### src/gbst_pkg.sv
package gbst_pkg;

    localparam int DIM    = 64;
    localparam int POS_W  = (DIM > 1) ? $clog2(DIM) : 1;
    localparam int RANK_W = $clog2(DIM + 1);
    localparam int RES_RANK_W = 7;

    localparam logic [1:0] CMD_CLEAR  = 2'd0;
    localparam logic [1:0] CMD_INSERT = 2'd1;
    localparam logic [1:0] CMD_QUERY  = 2'd2;

    typedef struct packed {
        logic [1:0]     cmd;
        logic [DIM-1:0] vec;
        logic           done;
        logic           stored;
    } t_item;

endpackage

### src/gbst_cell.sv
module gbst_cell
    import gbst_pkg::*;
(
    input  logic             i_clk,
    input  logic             i_rst_n,
    input  logic             i_en,
    input  logic [POS_W-1:0] i_pos,
    input  logic             i_valid,
    input  t_item            i_item,
    output logic             o_valid,
    output t_item            o_item
);

    logic           r_occ;
    logic           n_occ;
    logic [DIM-1:0] r_row;
    logic [DIM-1:0] n_row;
    logic           r_valid;
    t_item          r_item;
    t_item          n_item;
    logic           w_bit;

    assign w_bit = i_item.vec[i_pos];

    always_comb begin
        n_item = i_item;
        n_occ  = r_occ;
        n_row  = r_row;
        if (i_valid) begin
            case (i_item.cmd)
                CMD_CLEAR: begin
                    n_occ = 1'b0;
                end
                CMD_INSERT, CMD_QUERY: begin
                    if (!i_item.done && w_bit) begin
                        if (r_occ) begin
                            n_item.vec = i_item.vec ^ r_row;
                        end else begin
                            n_item.done = 1'b1;
                            if (i_item.cmd == CMD_INSERT) begin
                                n_occ         = 1'b1;
                                n_row         = i_item.vec;
                                n_item.stored = 1'b1;
                            end
                        end
                    end
                end
                default: begin
                end
            endcase
        end
    end

    always_ff @(posedge i_clk) begin
        if (!i_rst_n) begin
            r_occ   <= 1'b0;
            r_valid <= 1'b0;
        end else if (i_en) begin
            r_occ   <= n_occ;
            r_valid <= i_valid;
        end
    end

    always_ff @(posedge i_clk) begin
        if (i_en) begin
            r_row  <= n_row;
            r_item <= n_item;
        end
    end

    assign o_valid = r_valid;
    assign o_item  = r_item;

endmodule

### config.mk
export PLATFORM = sky130hd
export DESIGN_NAME = gbst_cell
export DESIGN_NICKNAME = d
export VERILOG_FILES = /design/src/gbst_pkg.sv /design/src/gbst_cell.sv
export SDC_FILE = /design/constraint.sdc
export NUM_CORES = 1
export LEC_CHECK = 0
export BUFFER_PORTS_ARGS = -buffer_cell sky130_fd_sc_hd__buf_4
export CAP_MARGIN = 20
export CORE_MARGIN = 3
export CORE_UTILIZATION = 35
export DETAILED_ROUTE_END_ITERATION = 10
export HOLD_SLACK_MARGIN = 0.1
export PLACE_DENSITY = 0.68
export SLEW_MARGIN = 20
export SYNTH_ARGS = -nofsm -noshare
export SYNTH_HDL_FRONTEND = slang
export SYNTH_SLANG_ARGS = --single-unit
export TNS_END_PERCENT = 100
### constraint.sdc
create_clock -name i_clk -period 4.2 [get_ports i_clk]
set_clock_uncertainty 0.15 [all_clocks]
set_input_delay 0.63 -clock i_clk [delete_from_list [all_inputs] [get_ports i_clk]]
set_output_delay 0.63 -clock i_clk [all_outputs]
set_load 0.1 [all_outputs]
==> flow_metrics.py <==
metrics = {
    "logic_synthesis": {
        "yosysWarnings": 0,
        "synthSimpleGateAreaFrac_pct": 2.03,
        "seq_area_frac_synth_pct": 64.3,
        "syn_inst": 344,
        "synth_nets": 425,
        "syn_area_per_cell_um2": 18.1,
        "synth_compound_area_share_pct": 13.1,
        "ys_types": 33,
        "syn_area_um2": 6220,
        "synth_xor_area_share_pct": 9.01,
        "synth_mux_area_share_pct": 7.62,
        "synth_top_area_share_pct": 63.7,
        "synth_area_leaders": "edfxtp_1 (64%), a21boi_2 (11%), xor2_1 (9.0%)",
        "synth_fa_ha_area_share_pct": 0.603,
        "synth_top_family_by_area": "compound AO/OA/AOI/OAI gates",
        "ys_seq_elements": 134,
        "synth_top_cell_by_area": "edfxtp_1",
    },
    "setup_path": {
        "worstSetupPathType": "in -> reg",
        "worst_r2r_startpoint": "r_occ$_SDFFE_PN0P_",
        "critPathRequiredTime_ns": 4.21,
        "path_max_fanout": 23,
        "end_kind": "register",
        "rrSetupSlack_ns": 2.32,
        "critPathArrivalTime_ns": 3.19,
        "startpoint_type": "input port",
        "crit_start": "i_pos[0]",
    },
    "global_routing": {
        "grt_overflow": 0,
        "grt_pass1_vias": 3701,
        "antenna_found_initial": 0,
        "grt_pass1_wl_mm": 21.1,
        "grt_max_degree": 70,
        "track_usage_pct": 14.1,
    },
    "power": {
        "p_comb_share_pct": 17.5,
        "irDropWorstVdd_mv": 0.262,
        "power_leakage_nw": 3.18,
        "fin_total_pwr_w": 0.00385,
        "p_switching_w": 0.00108,
        "sw_frac_of_total_pct": 28.0,
        "p_per_area_nw_per_um2": 473,
        "internal_power_w": 0.00277,
        "p_clk_share_pct": 42.0,
        "power_frac_seq_pct": 40.5,
    },
    "floorplanning": {
        "die_width_um": 139,
        "core_area_um2": 17400,
        "die_area_um2": 19400,
        "start_util_pct": 35.9,
        "fp-row-count": 48,
        "ios": 147,
        "die_y_um": 139,
    },
    "clock_network": {
        "cts_root_buffer": "clkbuf_16",
        "clockBufferDepth": 2,
        "cts_setup_buffers": 0,
        "cts_sinks": 134,
        "cts.clk_slew.worst_paths_ns": 0.06,
        "hold_buffers": 0,
        "cts_resized": 0,
        "cts_buffers": 17,
        "h-tree-depth": 4,
        "clock_latency_ns": 0.41,
        "tritoncts": "done",
    },
    "min_path": {
        "hp-start": "i_item[67]",
        "hp-class": "in -> reg",
    },
    "drt": {
        "firstDrtPassIters": 4,
        "viasPerCell": 4.67,
        "routedWlPerCell_um": 17.9,
        "drtAntennaViolNets": 0,
        "first_iter_violations": 165,
        "drc_errors": 0,
        "routed-via-count": 3440,
        "totalWireLength_mm": 13.2,
    },
    "timing": {
        "period_share_pct": 75.6,
        "fmax_mhz": 315,
        "setup_viol": 0,
        "finalSetupTns_ns": 0,
        "tightest_slew_ns": 0.902,
        "report.final.slew_viol_count": 0,
        "maxSlewHeadroom_pct": 39.9,
        "period_minus_slack_ns": 3.18,
        "rsz0062_at_grt": "no",
        "finalHoldViolations": 0,
    },
    "final_layout": {
        "final_common_cell": "buf_4",
        "nNetsFinal": 579,
        "drive_above_1_share_pct": 50.5,
        "synthToLayoutAreaGrowth_pct": 30.9,
        "antenna_cells": 0,
        "final_cell_mix": "buf_4 (149), edfxtp_1 (132), xor2_1 (64), a21boi_2 (60)",
    },
    "place": {
        "place_congestion": 0.739,
        "portBuffers": 146,
        "dp_hpwl_mm": 9.30,
    },
    "run_status": {
        "status": "completed",
    },
    "job": {
        "cap_viol_max_count": 0,
    },
}
-- per-layer routing --
layer  share of wire [%]  global-route usage [%]
met5                   0                       0
met4                 1.0                    4.02
met3                 6.0                    4.85
met2                  49                    22.7
met1                  44                    18.1
-- cell type report --
cell class / count / area [µm²]
clock buffers: 19 / 443
clock inverters: 13 / 204
fillers: 1478 / 9210
inverters: 4 / 15.0
multi-input cells: 189 / 2020
flip-flops and latches: 134 / 4000
well taps: 225 / 282
repair buffers: 152 / 1180
-- state kept, by name, summed over array words and instances, names as in the netlist --
name     count
o_valid      1
r_occ        1
r_row       64
o_item      68
-- worst paths after layout --
check	to	depth (start not counted)
max	o_item[13]$_DFFE_PP_	8
min	o_item[67]$_DFFE_PP_	1
max reg2reg	o_item[15]$_DFFE_PP_	4
min reg2reg	o_valid$_SDFFE_PN0P_	2
-- cells in the mapped netlist --
master      n
nand4_4     2
mux2_2      1
or3_1       1
and2_1      1
edfxtp_1  132
a22oi_1     2
o311ai_0    1
mux4_2      6
and3_1      1
inv_1       4
a21boi_0    5
mux2i_1    17
a21boi_2   60
mux4_1      6
o221ai_1    1
and3b_1     1
buf_12      1
nor2_1      4
nand2b_1    1
nor2b_1     2
a31o_2      2
dfxtp_1     2
o21ai_0     1
a221oi_4    1
buf_2       2
xor2_1     64
a211o_1     1
a221oi_2    1
buf_6      14
ha_1        3
nand4_1     1
or3b_2      1
nand2_1     2
-- cell families after synthesis --
logic type	after synthesis
compound gates	75
flops	134
mux	30
buf+inv	21
simple gates	17
xor+xnor	64
fa+ha+maj	3
-- critical path, cell delays in order --
cell and delay (ns):
buf_4 0.37, mux4_1 0.60, mux2_2 0.30, a211o_1 0.34, nand4_4 0.29, buf_4 0.37, a21boi_2 0.10, xor2_1 0.15
-- metrics by stage --
step / area, µm² / hold slack, ns / setup slack (ns) / instances / util [%]
after floorplan: 6220 / 0.413 / 0.638 / 344 / -
after global placement: 7500 / 0.325 / 0.620 / 704 / 43.2
after detailed placement: 7500 / 0.330 / 0.570 / 704 / 43.2
after CTS: 8140 / 0.239 / 1.01 / 736 / 46.9
after global routing: 8140 / 0.233 / 0.922 / 736 / 46.9
final: 8140 / 0.258 / 1.02 / 736 / 46.9
-- power groups by stage --
stage                     Clock (W)  Sequential, W  Combinational (W)
after floorplan                   0        0.00197          0.0000893
after detailed placement          0        0.00159           0.000679
after CTS                   0.00165        0.00156           0.000680
after global placement            0        0.00159           0.000674
after global routing        0.00172        0.00157           0.000699
final                       0.00162        0.00156           0.000672
Power figures use the tool's default switching activity.
