### src/gbst_pkg.sv
package gbst_pkg;

    localparam int DIM    = 64;
    localparam int POS_W  = (DIM > 1) ? $clog2(DIM) : 1;
    localparam int RANK_W = $clog2(DIM + 1);
    localparam int RES_RANK_W = 7;

    localparam logic [1:0] CMD_CLEAR  = 2'd0;
    localparam logic [1:0] CMD_INSERT = 2'd1;
    localparam logic [1:0] CMD_QUERY  = 2'd2;

    typedef struct packed {
        logic [1:0]     cmd;
        logic [DIM-1:0] vec;
        logic           done;
        logic           stored;
    } t_item;

endpackage

### src/gbst_out.sv
module gbst_out
    import gbst_pkg::*;
(
    input  logic       i_clk,
    input  logic       i_rst_n,
    input  logic       i_en,
    input  logic       i_valid,
    input  t_item      i_item,
    output logic       o_tvalid,
    output logic [7:0] o_tdata
);

    logic [RANK_W-1:0] r_rank;
    logic [RANK_W-1:0] n_rank;
    logic              r_valid;
    logic              r_span;
    logic              n_span;

    always_comb begin
        n_rank = r_rank;
        n_span = 1'b0;
        case (i_item.cmd)
            CMD_CLEAR: begin
                n_rank = '0;
            end
            CMD_INSERT: begin
                if (i_item.stored) begin
                    n_rank = r_rank + RANK_W'(1);
                end
                n_span = !i_item.done;
            end
            CMD_QUERY: begin
                n_span = !i_item.done;
            end
            default: begin
            end
        endcase
    end

    always_ff @(posedge i_clk) begin
        if (!i_rst_n) begin
            r_rank  <= '0;
            r_valid <= 1'b0;
        end else if (i_en) begin
            r_valid <= i_valid;
            if (i_valid) begin
                r_rank <= n_rank;
            end
        end
    end

    always_ff @(posedge i_clk) begin
        if (i_en && i_valid) begin
            r_span <= n_span;
        end
    end

    assign o_tvalid = r_valid;
    assign o_tdata  = {RES_RANK_W'(r_rank), r_span};

    a_rank_max: assert property (@(posedge i_clk) disable iff (!i_rst_n)
        o_tvalid |-> (o_tdata[7:1] <= 7'(DIM)))
        else $error("rank above dimension");

    a_clear_res: assert property (@(posedge i_clk) disable iff (!i_rst_n)
        (i_en && i_valid && i_item.cmd == CMD_CLEAR) |=> (o_tdata == 8'd0))
        else $error("clear result not zero");

    a_rank_hold: assert property (@(posedge i_clk) disable iff (!i_rst_n)
        !(i_en && i_valid) |=> $stable(r_rank))
        else $error("rank moved without a request");

    a_store_span: assert property (@(posedge i_clk) disable iff (!i_rst_n)
        (i_en && i_valid && i_item.stored) |=> !o_tdata[0])
        else $error("stored vector reported in span");

endmodule

### config.mk
export PLATFORM = sky130hd
export DESIGN_NAME = gbst_out
export DESIGN_NICKNAME = d
export VERILOG_FILES = /design/src/gbst_pkg.sv /design/src/gbst_out.sv
export SDC_FILE = /design/constraint.sdc
export NUM_CORES = 1
export LEC_CHECK = 0
export BUFFER_PORTS_ARGS = -buffer_cell sky130_fd_sc_hd__buf_2
export CAP_MARGIN = 20
export CORE_MARGIN = 1.5
export CORE_UTILIZATION = 26
export CTS_CLUSTER_DIAMETER = 60
export DETAILED_ROUTE_END_ITERATION = 8
export PLACE_DENSITY = 0.82
export SLEW_MARGIN = 30
export SYNTH_ARGS = -nofsm -noshare
export SYNTH_HDL_FRONTEND = slang
export SYNTH_SLANG_ARGS = --single-unit
### constraint.sdc
create_clock -name i_clk -period 1.9 [get_ports i_clk]
set_clock_uncertainty 0.05 [all_clocks]
set_input_delay 0.19 -clock i_clk [delete_from_list [all_inputs] [get_ports i_clk]]
set_output_delay 0.19 -clock i_clk [all_outputs]
set_load 0.005 [all_outputs]
==> results.sh <==
export IMPL_status="finished, final reports clean"
export IMPL_ys_seq_elements=9
export IMPL_gp_congestion=0.766
export IMPL_multiInputGateArea_um2=244
export IMPL_startpoint_type="register"
export IMPL_syn_inst=50
export IMPL_grt_max_degree=13
export IMPL_grt_pass1_wl_mm=1.63
export IMPL_grtUsageTotal_pct=11.0
export IMPL_ys_top_cells_by_count="dfxtp_1, a21oi_1, o31ai_1, or4_1, inv_1"
export IMPL_worstHoldPathType="in -> reg"
export IMPL_regArea_um2=190
export IMPL_clk_pin_slew_ns=0.06
export IMPL_cts_tree="done"
export IMPL_p_leak_uw=0.000245
export IMPL_cp_required_ns=2.04
export IMPL_critPathKind="reg -> reg"
export IMPL_timing_hold_ws_ns=0.156
export IMPL_hold_buffers=0
export IMPL_grt_pass1_vias=422
export IMPL_max_freq_mhz=682
export IMPL_n_antenna_cell=0
export IMPL_wl_met1_um=482
export IMPL_ys_top_cells_by_area="dfxtp_1, ha_1, o31ai_1"
export IMPL_dp_hpwl_um=794
export IMPL_r2r_start="r_rank[0]"
export IMPL_r2r_slack_ns=0.43
export IMPL_relSlewSlack_pct=64.2
export IMPL_muxShareOfSynthArea_pct=2.14
export IMPL_final_nets=145
export IMPL_critical_path_max_fanout=6
export IMPL_cts_max_path_buffers=2
export IMPL_synth_xor_area_share_pct=0
export IMPL_met2_wirelength_um=481
export IMPL_syn_to_final_growth_pct=27.0
export IMPL_finalHoldViolCount=0
export IMPL_fin_tns_setup_ns=0
export IMPL_synth_top_family_by_area="compound AO/OA/AOI/OAI gates"
export IMPL_first_pass_iters=4
export IMPL_vias_per_cell=4.91
export IMPL_synthFlopType="dfxtp_1"
export IMPL_cts_sink_count=9
export IMPL_finalSetupViolCount=0
export IMPL_min_period_ns=1.47
export IMPL_layout_drive_gt1_share_pct=29.0
export IMPL_row_count=15
export IMPL_cts_htree_levels=1
export IMPL_slew_viol_final=0
export IMPL_initial_core_util_pct=27.4
export IMPL_die_w_um=45.4
export IMPL_fin_crit_sh_pct=77.2
export IMPL_overflow=0
export IMPL_synth_edff_count=1
export IMPL_avgSynthCellArea_um2=9.36
export IMPL_die_h_um=45.4
export IMPL_rsz0062_at_grt="no"
export IMPL_io_buffers=16
export IMPL_cts_buffers=3
export IMPL_synth_compound_area_share_pct=21.4
export IMPL_synth_fa_ha_area_share_pct=8.02
export IMPL_synth_async_reset_ratio_pct=0
export IMPL_yosysTopAreaCell="dfxtp_1"
export IMPL_die_area_um2=2060
export IMPL_wire_per_inst_um=11.1
export IMPL_p_per_area_nw_per_um2=645
export IMPL_yosysUniqueCellTypes=18
export IMPL_core_region_area_um2=1710
export IMPL_yosysMostFrequentCell="dfxtp_1"
export IMPL_worst_slew_pin_slew_ns=0.532
export IMPL_fill_cells=179
export IMPL_cts_resized_gates=0
export IMPL_ir_worst_vdd_uv=218
export IMPL_ys_seq_area_share_pct=40.6
export IMPL_cts_root_buf="clkbuf_4"
export IMPL_synth_simple_gate_area_share_pct=20.6
export IMPL_netlist_area_um2=468
export IMPL_top_layer="met4"
export IMPL_drc_errors=0
export IMPL_num_vias=462
export IMPL_dr_wl_met3_um=51
export IMPL_worstHoldStart="i_item[1]"
export IMPL_antenna_found_initial=0
export IMPL_endpoint_kind="register"
export IMPL_ant_nets=0
export IMPL_cap_violations=0
export IMPL_netlist_area_leader_share_pct=34.2
export IMPL_routed_wl_mm=1.05
export IMPL_final_util_pct=34.8
export IMPL_io_pins=81
export IMPL_crit_arrival_ns=1.61
export IMPL_hold_path_depth=2
export IMPL_r2r_worst_path_cells=4
export IMPL_min_to="r_span"
export IMPL_cts_setup_buffers=0
export IMPL_insertion_delay_ns=0.26
export IMPL_first_iter_violations=10
export IMPL_synth_warnings=0
export IMPL_r2r_end="r_rank[4]"
export IMPL_syn_num_nets=125
-- critical path: stages, from the launching register on --
cell and delay (ns):
dfxtp_1 0.42, ha_1 0.21, inv_1 0.08, or4_1 0.50, a21oi_1 0.14
-- state kept, by name, indices dropped and copies added (netlist names) --
| register | count |
|---|---|
| o_tvalid | 1 |
| r_rank | 7 |
| r_span | 1 |
-- through the flow --
| step | setup slack [ns] | cell area [µm²] | total power (µW) | std cells |
|---|---|---|---|---|
| after floorplan | 0.472 | 468 | 224 | 50 |
| after global placement | 0.311 | 568 | 236 | 90 |
| after detailed placement | 0.290 | 568 | 238 | 90 |
| after CTS | 0.443 | 594 | 387 | 94 |
| after global routing | 0.340 | 594 | 400 | 94 |
| final | 0.434 | 594 | 383 | 94 |
-- kinds of logic after synthesis --
family / count (synthesis)
AO/OA/AOI/OAI: 16
adder cells (fa/ha/maj): 3
buffers and inverters: 6
flip-flops: 9
multiplexers: 1
AND/OR/NAND/NOR: 15
-- power by group --
group	total, µW	switching (µW)	leakage (µW)	internal [µW]
Sequential	197	1.84	0.0000734	196
Combinational	36.4	20.4	0.000157	16.0
Clock	150	68.6	0.0000150	81.0
Total	383	90.8	0.000245	293
-- worst max-delay path by stage --
stage,endpoint,depth (start not counted),slack [ns],startpoint
CTS,r_rank[4],4,0.44,r_rank[0]
global placement,r_rank[5],6,0.31,i_item[66]
finish,r_rank[4],4,0.43,r_rank[0]
detailed placement,r_rank[5],7,0.29,i_item[67]
floorplan,r_rank[4],6,0.47,i_item[67]
global route,r_rank[2],4,0.34,r_rank[1]
-- metal layers --
metal | up-vias | GRT usage [%]
li1 | 232 | -
met1 | 206 | 12.4
met3 | 6 | 4.37
met4 | 0 | 6.47
met2 | 18 | 17.5
met5 | - | 0
-- placed cells by master, fill, tap and decap left out --
cell      count
a21boi_0      3
a21oi_1       5
buf_2        16
buf_4         1
clkbuf_1      1
clkbuf_4      3
dfxtp_1       8
edfxtp_1      1
ha_1          3
inv_1         4
mux2i_1       1
nand2_1       1
nand2b_1      2
nand3_1       3
nand4_1       2
nand4b_1      1
nor2b_1       1
o21ai_0       3
o31ai_1       5
or4_1         5
-- final cells by class --
type / instances / share of cell area (%)
multi-input combinational: 35 / 41.1
sequential: 9 / 32.0
timing repair buffer: 17 / 14.7
tap: 25 / 5.26
clock buffer: 4 / 4.42
inverter: 4 / 2.53
Note: power is estimated with default switching activity, not from simulation.
